[config.mk]
export PLATFORM = sky130hd
export DESIGN_NAME = packet_departure_pacer
export DESIGN_NICKNAME = d
export VERILOG_FILES = /design/src/rtl/pdp_pkg.sv /design/src/rtl/packet_departure_pacer.sv
export VERILOG_INCLUDE_DIRS = /design/src /design/src/rtl
export SDC_FILE = /design/constraint.sdc
export NUM_CORES = 2
export LEC_CHECK = 0
export BUFFER_PORTS_ARGS = -buffer_cell sky130_fd_sc_hd__buf_2
export CAP_MARGIN = 0
export CELL_PAD_IN_SITES_DETAIL_PLACEMENT = 0
export CELL_PAD_IN_SITES_GLOBAL_PLACEMENT = 1
export CORE_MARGIN = 2
export CORE_UTILIZATION = 51
export CTS_BUF_LIST = sky130_fd_sc_hd__clkbuf_2
export DETAILED_ROUTE_END_ITERATION = 16
export PLACE_DENSITY_LB_ADDON = 0.25
export SYNTH_ARGS = -nofsm -noshare
export SYNTH_HDL_FRONTEND = slang
export SYNTH_SLANG_ARGS = --single-unit
[constraint.sdc]
create_clock -name clk -period 6.7 [get_ports clk]
set_clock_uncertainty 0.15 [all_clocks]
set_input_delay 0.67 -clock clk [delete_from_list [all_inputs] [get_ports clk]]
set_output_delay 0.67 -clock clk [all_outputs]
set_load 0.1 [all_outputs]
[src/rtl/packet_departure_pacer_defines.svh]
// Assertion macros shared by the pacer RTL.
`ifndef PACKET_DEPARTURE_PACER_DEFINES_SVH
`define PACKET_DEPARTURE_PACER_DEFINES_SVH

// Same-cycle implication, disabled during reset.
`define PDP_ASSERT_NOW(lbl, ante, cons, msg) \
	lbl: assert property (@(posedge clk) disable iff (!arst_n) (ante) |-> (cons)) \
		else $error(msg);

// Next-cycle implication, disabled during reset.
`define PDP_ASSERT_NEXT(lbl, ante, cons, msg) \
	lbl: assert property (@(posedge clk) disable iff (!arst_n) (ante) |=> (cons)) \
		else $error(msg);

`endif

[src/rtl/pdp_pkg.sv]
// Constants and types for the packet departure pacer.
`default_nettype none
package pdp_pkg;
	localparam int TIME_W  = 64;
	localparam int LEAD_W  = 32;
	localparam int OVH_W   = 16;
	localparam int LEN_W   = 16;
	localparam int RATE_W  = 39;
	localparam int WIRE_W  = 17;
	localparam int SCALE_W = 33;
	localparam int NUM_W   = WIRE_W + SCALE_W;
	localparam int IDX_W   = 2;

	localparam logic [SCALE_W-1:0] BYTE_NS = 33'd8000000000;

	localparam logic [IDX_W-1:0] CFG_LEAD_TIME = 2'd0;
	localparam logic [IDX_W-1:0] CFG_OVERHEAD  = 2'd1;
	localparam logic [IDX_W-1:0] CFG_LINE_RATE = 2'd2;

	typedef logic [TIME_W-1:0] time_ns_t;
endpackage
`default_nettype wire

[src/rtl/packet_departure_pacer.sv]
// Packet departure pacer: earliest-departure-time scheduler with serial divider.
//
// Input channel (in_valid / in_stall): one request per beat. req_type 0 schedules a
// packet of payload_len bytes at now_time; req_type 1 clears the next free time and
// returns nothing. Output channel (out_valid / out_stall): one depart_time beat per
// schedule request, in request order. Configuration channel (cfg_valid / cfg_ready):
// index 0 lead_time, 1 overhead_bytes, 2 line_rate; other indexes are ignored.
//
// A schedule request holds the block through accept, multiply, 50 radix-2 divide steps
// and finish; depart_time is registered in the finish step, and the next request is
// taken once the block is back in idle. With line_rate 0 the divide is skipped and the
// block goes from multiply straight to finish. The 50-bit numerator of the restoring
// divider sets the number of divide steps. A reset request clears the next free time
// without leaving idle. in_stall is high while a request is in flight.
// The result sits in an output register, so a new request is accepted while it waits;
// a stalled receiver only holds the finish step of the following request.
// Reset clears the configuration registers, the next free time and the output valid.
`default_nettype none
module packet_departure_pacer
	import pdp_pkg::*;
(
	input  wire logic                clk,
	input  wire logic                arst_n,
	input  wire logic                in_valid,
	output      logic                in_stall,
	input  wire logic                req_type,
	input  wire logic [TIME_W-1:0]   now_time,
	input  wire logic [LEN_W-1:0]    payload_len,
	output      logic                out_valid,
	input  wire logic                out_stall,
	output      logic [TIME_W-1:0]   depart_time,
	input  wire logic                cfg_valid,
	output      logic                cfg_ready,
	input  wire logic [IDX_W-1:0]    cfg_index,
	input  wire logic [RATE_W-1:0]   cfg_data
);

	`include "packet_departure_pacer_defines.svh"

	localparam int CNT_W = $clog2(NUM_W);

	localparam logic [1:0] ST_IDLE = 2'd0;
	localparam logic [1:0] ST_MUL  = 2'd1;
	localparam logic [1:0] ST_DIV  = 2'd2;
	localparam logic [1:0] ST_FIN  = 2'd3;

	logic [1:0]        state_q;
	logic [LEAD_W-1:0] lead_q;
	logic [OVH_W-1:0]  ovh_q;
	logic [RATE_W-1:0] rate_q;
	time_ns_t          nfree_q;
	time_ns_t          earliest_q;
	time_ns_t          depart_q;
	time_ns_t          out_q;
	logic              out_valid_q;
	logic [WIRE_W-1:0] wire_q;
	logic [NUM_W-1:0]  num_q;
	logic [RATE_W-1:0] rem_q;
	logic [CNT_W-1:0]  cnt_q;

	logic              in_acc;
	logic              fin_go;
	logic [TIME_W:0]   lead_sum;
	time_ns_t          earliest_d;
	logic [NUM_W-1:0]  prod;
	logic [RATE_W:0]   trial;
	logic              trial_ge;
	logic [RATE_W:0]   trial_sub;
	time_ns_t          interval;
	logic [TIME_W:0]   free_sum;
	time_ns_t          free_d;

	assign in_stall    = (state_q != ST_IDLE);
	assign in_acc      = in_valid && !in_stall;
	assign cfg_ready   = 1'b1;
	assign out_valid   = out_valid_q;
	assign depart_time = out_q;
	assign fin_go      = (state_q == ST_FIN) && (!out_valid_q || !out_stall);

	assign lead_sum   = {1'b0, now_time} + {{(TIME_W-LEAD_W+1){1'b0}}, lead_q};
	assign earliest_d = lead_sum[TIME_W] ? {TIME_W{1'b1}} : lead_sum[TIME_W-1:0];

	assign prod = {{(NUM_W-WIRE_W){1'b0}}, wire_q} * {{(NUM_W-SCALE_W){1'b0}}, BYTE_NS};

	assign trial     = {rem_q, num_q[NUM_W-1]};
	assign trial_ge  = (trial >= {1'b0, rate_q});
	assign trial_sub = trial - {1'b0, rate_q};

	always_comb begin
		if (rate_q == '0) begin
			interval = '0;
		end else begin
			interval = {{(TIME_W-NUM_W){1'b0}}, num_q}
				+ {{(TIME_W-1){1'b0}}, (rem_q != '0)};
		end
	end

	assign free_sum = {1'b0, depart_q} + {1'b0, interval};
	assign free_d   = free_sum[TIME_W] ? {TIME_W{1'b1}} : free_sum[TIME_W-1:0];

	always_ff @(posedge clk or negedge arst_n) begin
		if (!arst_n) begin
			lead_q <= '0;
			ovh_q  <= '0;
			rate_q <= '0;
		end else if (cfg_valid && cfg_ready) begin
			case (cfg_index)
				CFG_LEAD_TIME: lead_q <= cfg_data[LEAD_W-1:0];
				CFG_OVERHEAD:  ovh_q  <= cfg_data[OVH_W-1:0];
				CFG_LINE_RATE: rate_q <= cfg_data;
				default: ;
			endcase
		end
	end

	always_ff @(posedge clk or negedge arst_n) begin
		if (!arst_n) begin
			state_q <= ST_IDLE;
			nfree_q <= '0;
		end else begin
			case (state_q)
				ST_IDLE: begin
					if (in_acc) begin
						if (req_type) begin
							nfree_q <= '0;
						end else begin
							state_q <= ST_MUL;
						end
					end
				end
				ST_MUL: begin
					state_q <= (rate_q == '0) ? ST_FIN : ST_DIV;
				end
				ST_DIV: begin
					if (cnt_q == CNT_W'(NUM_W - 1)) begin
						state_q <= ST_FIN;
					end
				end
				ST_FIN: begin
					if (fin_go) begin
						nfree_q <= free_d;
						state_q <= ST_IDLE;
					end
				end
				default: state_q <= ST_IDLE;
			endcase
		end
	end

	always_ff @(posedge clk or negedge arst_n) begin
		if (!arst_n) begin
			out_valid_q <= 1'b0;
		end else if (fin_go) begin
			out_valid_q <= 1'b1;
		end else if (!out_stall) begin
			out_valid_q <= 1'b0;
		end
	end

	always_ff @(posedge clk) begin
		if (in_acc) begin
			earliest_q <= earliest_d;
			wire_q     <= {1'b0, payload_len} + {1'b0, ovh_q};
		end
		if (state_q == ST_MUL) begin
			num_q    <= prod;
			depart_q <= (nfree_q > earliest_q) ? nfree_q : earliest_q;
			rem_q    <= '0;
			cnt_q    <= '0;
		end
		if (state_q == ST_DIV) begin
			num_q <= {num_q[NUM_W-2:0], trial_ge};
			rem_q <= trial_ge ? trial_sub[RATE_W-1:0] : trial[RATE_W-1:0];
			cnt_q <= cnt_q + 1'b1;
		end
		if (fin_go) begin
			out_q <= depart_q;
		end
	end

	`PDP_ASSERT_NOW(a_busy_stalls, (state_q != ST_IDLE), in_stall, "request taken while busy")
	`PDP_ASSERT_NOW(a_load_from_fin, $rose(out_valid_q), ($past(state_q) == ST_FIN),
		"result loaded outside finish step")
	`PDP_ASSERT_NOW(a_div_bound, (state_q == ST_DIV), (cnt_q < CNT_W'(NUM_W)),
		"divide step count overrun")
	`PDP_ASSERT_NEXT(a_reset_clears, (in_acc && req_type), (nfree_q == '0),
		"reset request left next free time set")

endmodule
`default_nettype wire

* Word level (Yosys, flattened, before mapping)
Index checks and enable logic that the tools add are counted.
W data, S select, Z words.
** Cells by class
- Eq/ne operators :: 12
- Reductions and logical operators :: 18
- Mux-type cells :: 22
- Multiply operators :: 1
- Add/sub/neg operators :: 6
- Magnitude comparators :: 2
** Operator list (number)
- $mux W64 :: 5
- $pmux W64 S2 :: 1
- $mux W39 :: 3
- $mux W50 :: 2
- $add A64 B32 Y65 :: 1
- $add A64 B64 Y65 :: 1
- $gt A64 B64 Y1 :: 1
- $add A50 B1 Y51 :: 1
- $mux W51 :: 1
- $ge A40 B39 Y1 :: 1
- $logic_not A39 Y1 :: 1
- $reduce_bool A39 Y1 :: 1
- $sub A39 B39 Y39 :: 1
- $mul A17 B21 Y38 const B :: 1
- $add A16 B16 Y17 :: 1
- $mux W6 :: 2
- $ne A2 B2 Y1 const B :: 5
- $mux W2 :: 4
- $pmux W2 S4 :: 1
- $reduce_and A4 Y1 :: 2
- $add A6 B1 Y6 const B :: 1
- $eq A2 B2 Y1 const B :: 3
- $eq A6 B6 Y1 const B :: 1
- $reduce_and A2 Y1 :: 3
- other kinds (8) :: 17
** Word-level totals
- Output and inout port bits :: 67
- Logic and storage cells :: 74
- Input bits :: 127
- Register bits :: 458

* Logic depth before layout (Yosys ltp)
- Depth in word-level cells :: 7
- Mapped depth :: 26

* Least setup slack after synthesis
Ideal clock, no wire load.
- Kind :: reg2reg
- From :: register state_q[0]
- To :: register nfree_q[53]
- Arrival time :: 5.942 ns
- Clock period less this slack :: 6.162 ns
- Data required time :: 6.480 ns
- Buffers on the path :: 1
- Cell stages (with the launch flop) :: 11
- Path slack :: 0.538 ns
- Library setup time :: 0.070 ns
- Cells stage by stage :: dfrtp_1 inv_1 ha_1 inv_1 nor2_1 a22o_1 nand2_1 nor2_1 clkbuf_1 o221ai_1 nand3b_1
** Between the ends
- Longest elaborated chain between the ends :: 5
- Elaborated cells between the ends (all ways) :: 12
- Those cells by class :: eq/ne (4); mux (1); reduce/logical (7)
** RTL lines
- start, declared :: line packet_departure_pacer.sv:47 : logic [1:0] state_q;
- start signal, assigned :: line packet_departure_pacer.sv:132 : state_q <= (rate_q == '0) ? ST_FIN : ST_DIV;
- $reduce_bool A2 Y1 :: line packet_departure_pacer.sv:73 : assign in_stall = (state_q != ST_IDLE);
- net in_stall :: line packet_departure_pacer.sv:25 : output logic in_stall,
- $logic_not A1 Y1 :: line packet_departure_pacer.sv:74 : assign in_acc = in_valid && !in_stall;
- $logic_and A1 B1 Y1 :: line packet_departure_pacer.sv:74
- net in_acc :: line packet_departure_pacer.sv:61 : logic in_acc;
- $ne A2 B2 Y1 (no line)
- $reduce_and A4 Y1 (no line)
- end signal, assigned :: line packet_departure_pacer.sv:141 : nfree_q <= free_d;
- end, declared :: line packet_departure_pacer.sv:51 : time_ns_t nfree_q;
The timed path passes the listed nets, and every way through them passes these cells.
A chain may end at the register's enable or synchronous reset.

* Worst setup path in the final report
- From :: register wire_q[6]
- To :: register num_q[48] (data pin)
** Between the ends
- Longest elaborated chain between the ends :: 3
** RTL lines
- start, declared :: line packet_departure_pacer.sv:56 : logic [WIRE_W-1:0] wire_q;
- start signal, assigned :: line packet_departure_pacer.sv:163 : wire_q <= {1'b0, payload_len} + {1'b0, ovh_q};
- $mul A17 B21 Y38 :: line packet_departure_pacer.sv:83 : assign prod = {{(NUM_W-WIRE_W){1'b0}}, wire_q} * {{(NUM_W-SCALE_W){1'b0}}, BYTE_NS};
- $mux W50 :: line packet_departure_pacer.sv:165 : if (state_q == ST_MUL) begin
- $mux W50 :: line packet_departure_pacer.sv:171 : if (state_q == ST_DIV) begin
- end signal, assigned :: line packet_departure_pacer.sv:166 : num_q <= prod;
- end signal, assigned :: line packet_departure_pacer.sv:172 : num_q <= {num_q[NUM_W-2:0], trial_ge};
- end, declared :: line packet_departure_pacer.sv:57 : logic [NUM_W-1:0] num_q;
Every way passes these cells. The select of a mux whose other input is x is not followed.

==> run_results.csv <==
group,metric,value,unit
worst_setup_path,slowest_stage,"fa_1",
drt,drc_errors,0,
yosys,synth_edf_count,304,
sta,fin_crit,6.38,ns
worst_setup_path,crit_path_end_kind,"flop",
die,rows,97,
sta,worst_pin_slew,1.06,ns
finish,final_core_util,60.1,%
clock_tree,root_buffer,"clkbuf_2",
drt,drtIter0Drc,2625,
worst_setup_path,worstSetupPathType,"flop to flop",
die,coreArea,69700,um^2
global_routing,gr-total-overflow,0,
clock_tree,cts_num_sinks,458,
die,initial_core_util,51.3,%
die,dieArea,72200,um^2
sta,timing.final.ws_setup,0.325,ns
clock_tree,cts_tree,"yes",
yosys,yosysTopAreaCell,"edfxtp_1",
worst_setup_path,cp.required,7.54,ns
yosys,synth.distinct_cells,108,
drt,firstDrtPassIters,6,
yosys,synthFlopType,"edfxtp_1",
clock_tree,clockBufferDepth,3,
finish,multi_input_area,20900,um^2
global_routing,grt_max_degree,88,
finish,area_growth,17.0,%
sta,hold_viol_final,0,
sta,finalMaxSlewViolations,0,
drt,drt_wl_total,106000,um
die,chipHeight,269,um
finish,ff_latch_area,13000,um^2
worst_setup_path,crit_buf_inv,4,
yosys,syn_nets,4176,
yosys,ys.warnings.count,0,
worst_setup_path,max_stage_delay,0.54,ns
global_routing,grt_pass1_wl,165000,um
die,top_level_ports,194,
drt,routed_via_density,5.64,
outcome,outcome,"finished, final reports clean",
yosys,synth_top_area_share,25.5,%
finish,fillers,6124,
placed_design,finalWeightedCongestion,0.947,
placed_design,dp_slack,0.248,ns
sta,clock.fmax,157,MHz
sta,grt_setup_unrepaired,"yes",
worst_setup_path,cp_max_fo,6,
sta,holdWs,0.166,ns
finish,nNetsFinal,4719,
sta,relSlewSlack,28.5,%
drt,num_vias,28900,
drt,final_antenna_net_count,0,
hold_path,hold_path_class,"primary input to flop",
sta,setup_viol_count_final,0,
worst_setup_path,crit_top_cell,"fa_1",
yosys,synth.top_cells.by_count,"inv_1 (409), ha_1 (365), edfxtp_1 (304)",
global_routing,grt_use_total,29.9,%
clock_tree,htreeDepth,4,
clock_tree,clk_latency,1.34,ns
clock_tree,cts_buffers,130,
global_routing,grt_pass1_vias,28900,
worst_setup_path,arrival,7.22,ns
yosys,yosysMostFrequentCell,"inv_1",
yosys,yosysSeqAreaShare,36.3,%
yosys,avgSynthCellArea,10.1,um^2
placed_design,portBuffers,192,
finish,drive_gt1_share,16.0,%
yosys,synthArstFlopShare,33.6,%
clock_tree,cts.reportedPaths.clkPinSlew,0.09,ns
job,drv_cap,0,
placed_design,hpwl,80400,um
worst_setup_path,worstSetupStartpointType,"flop",
yosys,ys_ff_latch,458,
worst_setup_path,path_cells,"buf_4 > fa_1 > fa_1 > fa_1 > fa_1 > fa_1 > inv_1 > fa_1 > inv_1 > ha_2 > a21o_1 > a21oi_1 > nor2_1 > a211oi_1 > o31ai_1 > buf_4 > a21o_1 > a21o_1 > a31oi_2 > xor2_1 > o21ai_1",
die,die_w,269,um
global_routing,antenna_found_initial,4,
yosys,syn_area,35800,um^2
drt,wire_per_inst,20.7,um
sta,finalCritPeriodShare,95.2,%
yosys,syn_inst,3541,
worst_setup_path,cpLargestDelayFamily,"adder cells",
yosys,synth_area_leaders,"edfxtp_1 (26%), ha_1 (13%), dfrtp_1 (11%), fa_1 (8.0%), mux2_2 (4.9%)",
==> routing by layer <==
| layer | global-route usage (%) | routed length (um) | part of all wire [%] | up-vias |
|---|---|---|---|---|
| met1 | 41.3 | 47000 | 44 | 13900 |
| met3 | 5.89 | 7280 | 6.9 | 228 |
| met5 | 0 | 13 | 0.012 | - |
| met2 | 46.7 | 48000 | 45 | 1026 |
| met4 | 11.5 | 3580 | 3.4 | 2 |
| li1 | - | - | - | 13800 |
==> repair_timing <==
item                                    4_1_cts  5_1_grt
hold endpoints to repair                    367        0
hold buffers                                267        0
resized for setup                             0        6
buffers inserted                              0        8
endpoints found under the setup margin        0        5
==> kinds of logic (layout without fill, tap and decap cells) <==
kind of cell	count (synthesis)	count (layout)	share of synthesized area, %
DFF	458	458	36.3
AOI/OAI and AO/OA	823	823	14.9
xor gates and xnor gates	201	201	4.92
other	1	4	0.0105
adders and majority gates	508	508	20.8
muxes	190	190	5.90
and+or+nand+nor	854	854	11.6
buffers and inverters	506	1151	5.52
==> layout by cell type (no fill, tap or decap), types with 8 or more instances in the layout <==
cell and n:
xor2_1 96, buf_2 191, xnor2_1 105, clkinv_1 26, buf_4 46, and2_1 31, nor4_1 21, dfrtp_1 154
fa_1 143, inv_1 409, nand3_1 64, nand2b_1 25, nor2_1 161, mux2i_1 27, and4_1 15, and3_1 42
o21ai_0 187, o21bai_1 36, o21a_1 23, o21ai_1 38, a21oi_1 231, nor2b_1 42, a211oi_1 20, mux2_2 155
nand4_1 60, or3_1 30, edfxtp_1 304, a31oi_1 34, ha_1 359, dlygate4sd3_1 266, nand2_1 298, o211ai_1 12
o31ai_1 11, clkbuf_2 188, nor3_1 26, o22ai_1 8, a21o_1 114
==> sequential cells by signal (all words and copies together), names as in the netlist <==
signal,count
depart_time,64
num_q,50
rate_q,39
depart_q,64
ovh_q,16
earliest_q,64
nfree_q,64
rem_q,39
lead_q,32
wire_q,17
cnt_q,6
out_valid,1
state_q,2
==> path summary, 6_finish.rpt <==
| check | from | to | slack [ns] | depth (start not counted) |
|---|---|---|---|---|
| setup / recovery | wire_q[6] | num_q[48] | 0.32 | 21 |
| min in group asynchronous | arst_n | nfree_q[52] | 0.29 | 4 |
| max in group asynchronous | arst_n | lead_q[14] | 5.17 | 4 |
| setup reg to reg | wire_q[6] | num_q[48] | 0.32 | 21 |
| hold reg to reg | depart_q[8] | depart_time[8] | 0.29 | 0 |
| hold / removal | cfg_data[14] | rate_q[14] | 0.17 | 3 |
==> through the flow <==
step / area (um^2) / TNS, ns / std cells
floorplan: 35800 / 0 / 3541
global placement: 37900 / 0 / 4617
detailed placement: 37900 / 0 / 4617
CTS: 41700 / 0 / 5118
global route: 41800 / -0.0159 / 5127
finish: 41900 / 0 / 5129
==> worst register-to-register path, cell delays in order, from the launching register on <==
cell,delay (ns)
edfxtp_1,0.43
buf_4,0.21
fa_1,0.51
fa_1,0.53
fa_1,0.54
fa_1,0.45
fa_1,0.54
inv_1,0.05
fa_1,0.53
inv_1,0.04
ha_2,0.32
a21o_1,0.19
a21oi_1,0.19
nor2_1,0.06
a211oi_1,0.23
o31ai_1,0.11
buf_4,0.16
a21o_1,0.14
a21o_1,0.20
a31oi_2,0.21
xor2_1,0.20
o21ai_1,0.07
==> layout make-up <==
| cell class | instances | area share [%] |
|---|---|---|
| Multi-Input combinational cell | 2577 | 49.9 |
| Tap cell | 940 | 2.81 |
| Sequential cell | 458 | 31.0 |
| Inverter | 410 | 3.68 |
| Clock buffer | 188 | 2.25 |
| Timing Repair Buffer | 507 | 9.64 |
| Clock inverter | 46 | 0.649 |
| Antenna cell | 3 | 0.0179 |
Power is left out: the tool's default activity adds up to more than one toggle a clock period on the data nets, which glitch-free logic cannot reach.
